[src/assert_macros.svh]
// Assertion macros shared by the formatter RTL
`ifndef ASSERT_MACROS_SVH
`define ASSERT_MACROS_SVH
`ifndef SYNTHESIS
// same-cycle implication, sampled on clk, off while arst_n is low
`define ASSERT_IMP(name, pre, post) \
	name: assert property (@(posedge clk) disable iff (!arst_n) (pre) |-> (post)) \
		else $error("assertion failed");
// next-cycle implication
`define ASSERT_NEXT(name, pre, post) \
	name: assert property (@(posedge clk) disable iff (!arst_n) (pre) |=> (post)) \
		else $error("assertion failed");
`else
`define ASSERT_IMP(name, pre, post)
`define ASSERT_NEXT(name, pre, post)
`endif
`endif

[src/itf_pkg.sv]
// Types and constants of the integer to text formatter
package itf_pkg;

	localparam int VALUE_BITS = 64;
	localparam int VAL_W      = 64;
	localparam int DEC_BITS   = 32;
	localparam int STEP_BITS  = 4;
	localparam int DAB_STAGES = DEC_BITS / STEP_BITS;
	localparam int BCD_DIGITS = 10;
	localparam int BCD_W      = 4 * BCD_DIGITS;
	localparam int HEX_DIGITS = (VALUE_BITS + 3) / 4;
	localparam int DIGITS     = (HEX_DIGITS > BCD_DIGITS) ? HEX_DIGITS : BCD_DIGITS;
	localparam int HEX_CHARS  = 2 + HEX_DIGITS;
	localparam int CHARS      = (HEX_CHARS > BCD_DIGITS + 1) ? HEX_CHARS : BCD_DIGITS + 1;
	localparam int IDX_W      = $clog2(DIGITS);
	localparam int POS_W      = $clog2(CHARS + 1);

	localparam logic [VAL_W-1:0] VALUE_MASK = {VAL_W{1'b1}} >> (VAL_W - VALUE_BITS);

	localparam logic [7:0] CH_ZERO   = 8'h30;
	localparam logic [7:0] CH_X      = 8'h78;
	localparam logic [7:0] CH_MINUS  = 8'h2d;
	localparam logic [7:0] ALPHA_OFS = 8'd87;
	localparam logic [7:0] CASE_OFS  = 8'd32;

	typedef enum logic [2:0] {
		MODE_SDEC = 3'd0,
		MODE_UDEC = 3'd1,
		MODE_HEXL = 3'd2,
		MODE_HEXU = 3'd3,
		MODE_PTR  = 3'd4
	} mode_t;

	// decimal items carry the magnitude in value[DEC_BITS-1:0], consumed by the cells
	typedef struct packed {
		mode_t             mode;
		logic              neg;
		logic [VAL_W-1:0]  value;
		logic [BCD_W-1:0]  bcd;
	} item_t;

endpackage

[src/integer_to_text_formatter.sv]
// Integer to text formatter top level
// Takes one mode and value per transfer and sends the ASCII text one character per
// transfer, most significant first, with last on the final character. Output runs at one
// character per cycle while char_stall is low, with no gap between items that are ready;
// an item has 1 to 18 characters (up to 11 for decimal, up to 18 for a pointer). Items
// pass through the chain of converter cells, each shifting four bits of the 32-bit
// decimal magnitude into a ten-digit BCD register; hex items ride the same chain so
// order is kept. Items with mode codes 5 to 7 are taken and produce no output.
`include "assert_macros.svh"
module integer_to_text_formatter import itf_pkg::*; (
	input  logic             clk,
	input  logic             arst_n,
	input  logic             item_valid,
	output logic             item_stall,
	input  logic [2:0]       mode,
	input  logic [VAL_W-1:0] value,
	output logic             char_valid,
	input  logic             char_stall,
	output logic [7:0]       text_char,
	output logic             last
);

	item_t entry;
	logic  entry_ok;
	item_t stage_d [DAB_STAGES+1];
	logic  stage_v [DAB_STAGES+1];
	logic  stage_s [DAB_STAGES+1];

	always_comb begin : admit
		logic [DEC_BITS-1:0] low;
		logic [DEC_BITS-1:0] mag;
		low        = value[DEC_BITS-1:0];
		mag        = ~low + DEC_BITS'(1);
		entry.mode = mode_t'(mode);
		entry.neg  = 1'b0;
		entry.value = value & VALUE_MASK;
		entry.bcd  = '0;
		case (mode_t'(mode)) inside
			MODE_SDEC: begin
				entry_ok = 1'b1;
				if (low[DEC_BITS-1]) begin
					entry.neg   = 1'b1;
					entry.value = VAL_W'(mag);
				end else begin
					entry.value = VAL_W'(low);
				end
			end
			MODE_UDEC: begin
				entry_ok    = 1'b1;
				entry.value = VAL_W'(low);
			end
			MODE_HEXL, MODE_HEXU, MODE_PTR: begin
				entry_ok = 1'b1;
			end
			default: begin
				entry_ok = 1'b0;
			end
		endcase
	end

	assign stage_v[0] = item_valid && entry_ok;
	assign stage_d[0] = entry;
	assign item_stall = stage_s[0];

	for (genvar g = 0; g < DAB_STAGES; g++) begin : g_cell
		itf_dabble_cell u_cell (
			.clk      (clk),
			.arst_n   (arst_n),
			.up_valid (stage_v[g]),
			.up_item  (stage_d[g]),
			.up_stall (stage_s[g]),
			.dn_valid (stage_v[g+1]),
			.dn_item  (stage_d[g+1]),
			.dn_stall (stage_s[g+1])
		);
	end

	itf_serializer u_ser (
		.clk        (clk),
		.arst_n     (arst_n),
		.up_valid   (stage_v[DAB_STAGES]),
		.up_item    (stage_d[DAB_STAGES]),
		.up_stall   (stage_s[DAB_STAGES]),
		.char_valid (char_valid),
		.char_stall (char_stall),
		.text_char  (text_char),
		.last       (last)
	);

	`ASSERT_IMP(a_dec_narrow, stage_v[0] && (entry.mode == MODE_SDEC || entry.mode == MODE_UDEC), entry.value[VAL_W-1:DEC_BITS] == '0)
	`ASSERT_NEXT(a_out_drains, stage_v[DAB_STAGES] && !stage_s[DAB_STAGES], char_valid)

endmodule

[src/itf_dabble_cell.sv]
// One pipeline cell of the binary to BCD converter, STEP_BITS bits per cell
`include "assert_macros.svh"
module itf_dabble_cell import itf_pkg::*; (
	input  logic  clk,
	input  logic  arst_n,
	input  logic  up_valid,
	input  item_t up_item,
	output logic  up_stall,
	output logic  dn_valid,
	output item_t dn_item,
	input  logic  dn_stall
);

	item_t next_item;
	item_t data_q;
	logic  valid_q;

	always_comb begin : dabble
		logic [BCD_W+DEC_BITS-1:0] acc;
		next_item = up_item;
		acc = {up_item.bcd, up_item.value[DEC_BITS-1:0]};
		for (int s = 0; s < STEP_BITS; s++) begin
			for (int d = 0; d < BCD_DIGITS; d++) begin
				if (acc[DEC_BITS+4*d +: 4] >= 4'd5) begin
					acc[DEC_BITS+4*d +: 4] = acc[DEC_BITS+4*d +: 4] + 4'd3;
				end
			end
			acc = acc << 1;
		end
		case (up_item.mode) inside
			MODE_SDEC, MODE_UDEC: begin
				next_item.bcd   = acc[BCD_W+DEC_BITS-1:DEC_BITS];
				next_item.value = VAL_W'(acc[DEC_BITS-1:0]);
			end
			default: begin
				next_item = up_item;
			end
		endcase
	end

	assign up_stall = valid_q && dn_stall;
	assign dn_valid = valid_q;
	assign dn_item  = data_q;

	always_ff @(posedge clk or negedge arst_n) begin
		if (!arst_n) begin
			valid_q <= 1'b0;
		end else if (!up_stall) begin
			valid_q <= up_valid;
		end
	end

	always_ff @(posedge clk) begin
		if (!up_stall && up_valid) begin
			data_q <= next_item;
		end
	end

	`ASSERT_NEXT(a_stage_hold, valid_q && dn_stall, valid_q && $stable(data_q.value))

endmodule

[src/itf_serializer.sv]
// Character shift row: builds the text of one item and sends it one transfer per cycle while char_stall is low
`include "assert_macros.svh"
module itf_serializer import itf_pkg::*; (
	input  logic       clk,
	input  logic       arst_n,
	input  logic       up_valid,
	input  item_t      up_item,
	output logic       up_stall,
	output logic       char_valid,
	input  logic       char_stall,
	output logic [7:0] text_char,
	output logic       last
);

	logic [7:0] char_q [CHARS];
	logic       last_q [CHARS];
	logic       valid_q;
	logic [7:0] load_char [CHARS];
	logic       load_last [CHARS];
	logic       xfer;
	logic       load_ok;

	assign xfer     = valid_q && !char_stall;
	// refill on the cycle the final character leaves, so bursts run back to back
	assign load_ok  = !valid_q || (xfer && last_q[0]);
	assign up_stall = !load_ok;

	always_comb begin : build
		logic [4*DIGITS-1:0] dec_ext;
		logic [4*DIGITS-1:0] hex_ext;
		logic [3:0]          dig [DIGITS];
		logic [7:0]          dch [DIGITS];
		logic                is_dec;
		logic                upper;
		logic [POS_W-1:0]    plen;
		logic [POS_W-1:0]    ndig;
		logic [POS_W-1:0]    fin;
		logic [POS_W-1:0]    pos;
		logic [POS_W-1:0]    k;
		logic [IDX_W-1:0]    sel;
		dec_ext = (4*DIGITS)'(up_item.bcd);
		hex_ext = (4*DIGITS)'(up_item.value);
		upper   = (up_item.mode == MODE_HEXU);
		case (up_item.mode) inside
			MODE_SDEC, MODE_UDEC: is_dec = 1'b1;
			default:              is_dec = 1'b0;
		endcase
		case (up_item.mode)
			MODE_SDEC: plen = up_item.neg ? POS_W'(1) : POS_W'(0);
			MODE_PTR:  plen = POS_W'(2);
			default:   plen = POS_W'(0);
		endcase
		for (int i = 0; i < DIGITS; i++) begin
			dig[i] = is_dec ? dec_ext[4*i +: 4] : hex_ext[4*i +: 4];
			if (dig[i] < 4'd10) begin
				dch[i] = CH_ZERO + {4'b0, dig[i]};
			end else begin
				dch[i] = {4'b0, dig[i]} + ALPHA_OFS - (upper ? CASE_OFS : 8'd0);
			end
		end
		// zero still prints one digit
		ndig = POS_W'(1);
		for (int i = 1; i < DIGITS; i++) begin
			if (dig[i] != 4'd0) begin
				ndig = POS_W'(i + 1);
			end
		end
		fin = plen + ndig - POS_W'(1);
		for (int p = 0; p < CHARS; p++) begin
			pos = POS_W'(p);
			k   = pos - plen;
			sel = IDX_W'(ndig - POS_W'(1) - k);
			if (pos < plen) begin
				if (up_item.mode == MODE_PTR) begin
					load_char[p] = (pos == POS_W'(0)) ? CH_ZERO : CH_X;
				end else begin
					load_char[p] = CH_MINUS;
				end
			end else if (k < ndig) begin
				load_char[p] = dch[sel];
			end else begin
				load_char[p] = 8'd0;
			end
			load_last[p] = (pos == fin);
		end
	end

	always_ff @(posedge clk or negedge arst_n) begin
		if (!arst_n) begin
			valid_q <= 1'b0;
		end else if (load_ok) begin
			valid_q <= up_valid;
		end
	end

	always_ff @(posedge clk) begin
		if (load_ok && up_valid) begin
			for (int p = 0; p < CHARS; p++) begin
				char_q[p] <= load_char[p];
				last_q[p] <= load_last[p];
			end
		end else if (xfer) begin
			for (int p = 0; p < CHARS - 1; p++) begin
				char_q[p] <= char_q[p+1];
				last_q[p] <= last_q[p+1];
			end
			char_q[CHARS-1] <= 8'd0;
			last_q[CHARS-1] <= 1'b0;
		end
	end

	assign char_valid = valid_q;
	assign text_char  = char_q[0];
	assign last       = last_q[0];

	`ASSERT_NEXT(a_burst_continues, valid_q && !char_stall && !last_q[0], valid_q)
	`ASSERT_NEXT(a_load_shows, up_valid && load_ok, valid_q)

endmodule

[config.mk]
export PLATFORM = sky130hd
export DESIGN_NAME = integer_to_text_formatter
export DESIGN_NICKNAME = d
export VERILOG_FILES = /design/src/itf_pkg.sv /design/src/integer_to_text_formatter.sv /design/src/itf_dabble_cell.sv /design/src/itf_serializer.sv
export VERILOG_INCLUDE_DIRS = /design/src /design/src/src
export SDC_FILE = /design/constraint.sdc
export NUM_CORES = 2
export LEC_CHECK = 0
export BUFFER_PORTS_ARGS = -buffer_cell sky130_fd_sc_hd__buf_4
export CAP_MARGIN = 0
export CORE_MARGIN = 2
export CORE_UTILIZATION = 33
export DETAILED_ROUTE_END_ITERATION = 7
export PLACE_DENSITY_LB_ADDON = 0.05
export REMOVE_ABC_BUFFERS = 1
export SYNTH_ARGS = -nofsm -noshare
export SYNTH_HDL_FRONTEND = slang
export SYNTH_SLANG_ARGS = --single-unit
export TNS_END_PERCENT = 100
[constraint.sdc]
create_clock -name clk -period 34.6 [get_ports clk]
set_clock_uncertainty 0.15 [all_clocks]
set_input_delay 1.73 -clock clk [delete_from_list [all_inputs] [get_ports clk]]
set_output_delay 1.73 -clock clk [all_outputs]
set_load 0.02 [all_outputs]
==> flow_metrics.py <==
metrics = {
    "setup_path": {
        "timing.critical_path.from": "g_cell[7].u_cell.dn_item[106]$_DFFE_PP_",
        "r2r_slack_ns": 26.81,
        "required_ns": 34.96,
        "cp-start-kind": "flop",
        "worstSetupPathType": "reg2reg",
        "path_max_fanout": 41,
        "crit_end": "u_ser.char_q[0][88]$_DFFE_PP_",
        "reg2reg_from": "g_cell[7].u_cell.dn_item[106]$_DFFE_PP_",
        "cp-end-kind": "flop",
        "crit_path_frequent_cell": "buf_4",
        "path_cells": "or2_2, buf_4, mux2i_1, ha_1, nand4_1, a2111oi_2, o21ai_1, mux2_2, fa_2, buf_4, buf_4, nor2b_1, a221oi_1, mux2i_1, mux2_2, a22o_1",
        "critPathMaxStageDelay_ns": 0.71,
        "r2r_cells": 16,
        "arrival_ns": 8.15,
        "slowest_stage": "or2_2",
        "r2r_end": "u_ser.char_q[0][88]$_DFFE_PP_",
    },
    "power_and_ir_drop": {
        "peakVddDrop_mv": 0.04374,
        "p_total_w": 0.005445,
        "p_leak_nw": 28.76,
        "power_density_nw_per_um2": 78.13,
    },
    "flow_run": {
        "max_cap_viol_count": 0,
    },
    "logic_synthesis": {
        "synth_common_cells": "1085 x nand2_1, 873 x edfxtp_1, 453 x ha_1",
        "yosysUniqueCellTypes": 100,
        "yosysMostFrequentCell": "nand2_1",
        "synth_area_leaders": "edfxtp_1 42%, ha_1 9.0%, nand2_1 6.5%",
        "synthCells": 6446,
        "ys_seq_area_share_pct": 41.97,
        "yosysTopAreaCell": "edfxtp_1",
        "synth_ff_type": "edfxtp_1",
        "async_flop_share_pct": 1.020,
        "yosys_warnings": 0,
        "synth_top_area_share_pct": 41.61,
        "ys_ff_latch": 882,
        "synth_edf_count": 873,
        "avgSynthCellArea_um2": 9.773,
        "syn_area_um2": 63000,
    },
    "cells_and_area": {
        "final_core_util_pct": 36.68,
        "fin_area_um2": 69690,
        "drive_gt1_share_pct": 8.612,
        "syn_to_final_growth_pct": 10.63,
        "nFillCells": 19060,
        "nets": 6990,
    },
    "die": {
        "die_h_um": 440.9,
        "boundaryPins": 82,
        "start_util_pct": 33.16,
        "dieArea_um2": 194400,
        "coreArea_um2": 190000,
        "num_rows": 160,
        "die_x_um": 440.9,
    },
    "grt": {
        "grt_max_degree": 136,
        "grt_usage_pct": 17.39,
        "antenna_found_initial": 2,
        "grt_pass1_vias": 44190,
        "grt_pass1_wl_um": 265100,
        "gr-total-overflow": 0,
    },
    "placed_design": {
        "dp_hpwl_um": 129900,
        "place.gp.congestion": 0.9553,
        "place_area_um2": 66240,
        "placement.io_buffers": 80,
    },
    "timing": {
        "rsz0062_at_grt": "no",
        "fin_crit_ns": 7.793,
        "setup_viol": 0,
        "tightest_slew_ns": 1.393,
        "maxSlewViolCount": 0,
        "hold_violations": 0,
        "finalCritPeriodShare_pct": 22.52,
        "hold-worst-slack_ns": 0.2691,
        "slew_headroom_pct": 6.818,
        "max_freq_ghz": 0.1283,
        "setup_tns_ns": 0,
    },
    "worst_hold_path": {
        "hp-class": "reg2reg",
    },
    "status": {
        "outcome": "complete, no violations",
    },
    "clock_tree": {
        "cts_buffer_depth": 3,
        "tritoncts": "built",
        "postCtsSetupBuffers": 0,
        "ctsRootBufferMaster": "clkbuf_16",
        "cts_resized": 0,
        "ctsHoldBuffers": 0,
        "cts-buffers-inserted": 106,
        "path_clk_slew_ns": 0.06,
        "cts_sinks": 882,
        "clock_latency_ns": 0.76,
        "htree_levels": 3,
    },
    "drt": {
        "first_pass_iters": 6,
        "wirelength_um": 170700,
        "num_vias": 45300,
        "wl_per_cell_um": 18.92,
        "route.detailed.drc": 0,
        "drt-initial-drc-count": 3097,
        "viasPerCell": 5.018,
        "antenna_left": 0,
    },
}
[cell usage in the layout, fill, tap and decap left out, drive strengths merged, types with 124 or more instances in the layout]
cell,instances
buf,135
xnor2,151
o21ai,452
mux2,124
ha,453
edfxtp,873
and2,312
a21oi,284
mux2i,403
nand2,1085
inv,437
clkbuf,127
nor2,383
[layout make-up]
cell class / instances / area (um2) / area share (%)
Antenna cell: 1 / 2.502 / 0.003591
Clock buffer: 127 / 2731 / 3.919
Clock inverter: 66 / 715.7 / 1.027
Inverter: 434 / 1629 / 2.338
Multi-Input combinational cell: 4870 / 34000 / 48.79
Sequential cell: 882 / 26440 / 37.94
Tap cell: 2511 / 3142 / 4.508
Timing Repair Buffer: 135 / 1026 / 1.472
[metrics by stage]
stage	std cells	setup slack, ns
detailed placement	8832	26.69
CTS	9025	26.72
finish	9026	26.81
floorplan	6186	23.03
global placement	8832	26.85
global route	9026	26.21
[where the power goes]
part,switching [W],total (W),internal [W]
combinational,0.00161,0.00281,0.00120
sequential,0.000108,0.00152,0.00142
clock,0.000471,0.00111,0.000639
[worst max-delay path: cells and delay by family (launching register included)]
kind	cells	cell delay, ns
compound gates	4	1.64
simple gates	3	1.27
buf+inv	3	1.47
mux	4	1.53
flops	1	0.60
fa+ha+maj	2	0.85
[flip-flops by register name, indices dropped and copies added, names as in the netlist]
name                    flops
u_ser.last_q               18
u_ser.char_q              126
g_cell.u_cell.dn_item     729
g_cell.u_cell.dn_valid      8
u_ser.char_valid            1
[worst min-delay path by stage]
stage / start / cells past startpoint / end
floorplan: g_cell[0].u_cell.dn_item[104]$_SDFFCE_PP0P_ / 0 / g_cell[1].u_cell.dn_item[104]$_DFFE_PP_
global placement: g_cell[6].u_cell.dn_item[105]$_DFFE_PP_ / 0 / g_cell[7].u_cell.dn_item[105]$_DFFE_PP_
detailed placement: g_cell[0].u_cell.dn_item[104]$_SDFFCE_PP0P_ / 0 / g_cell[1].u_cell.dn_item[104]$_DFFE_PP_
CTS: g_cell[1].u_cell.dn_item[105]$_DFFE_PP_ / 0 / g_cell[2].u_cell.dn_item[105]$_DFFE_PP_
global route: g_cell[3].u_cell.dn_item[104]$_DFFE_PP_ / 0 / g_cell[4].u_cell.dn_item[104]$_DFFE_PP_
finish: g_cell[1].u_cell.dn_item[105]$_DFFE_PP_ / 0 / g_cell[2].u_cell.dn_item[105]$_DFFE_PP_
[metal layers]
layer  vias to the layer above  track usage (%)  routed length, um
li1                      22770                -                  -
met1                     21460            25.99              86300
met2                       864            25.86              71810
met3                       200            3.076               8758
met4                         0            4.085               3885
met5                         -                0                  0
[cell families (layout without fill, tap and decap cells)]
family,count (synthesis),after routing,synth area share [%]
muxes,580,580,10.53
and+or+nand+nor,2308,2308,17.13
adders and majority gates,490,490,10.17
xor gates and xnor gates,212,212,2.989
DFF,882,882,41.97
other,1,2,0.005953
buffers and inverters,694,762,4.294
AOI/OAI and AO/OA,1279,1279,12.90
Power figures use the tool's default switching activity.
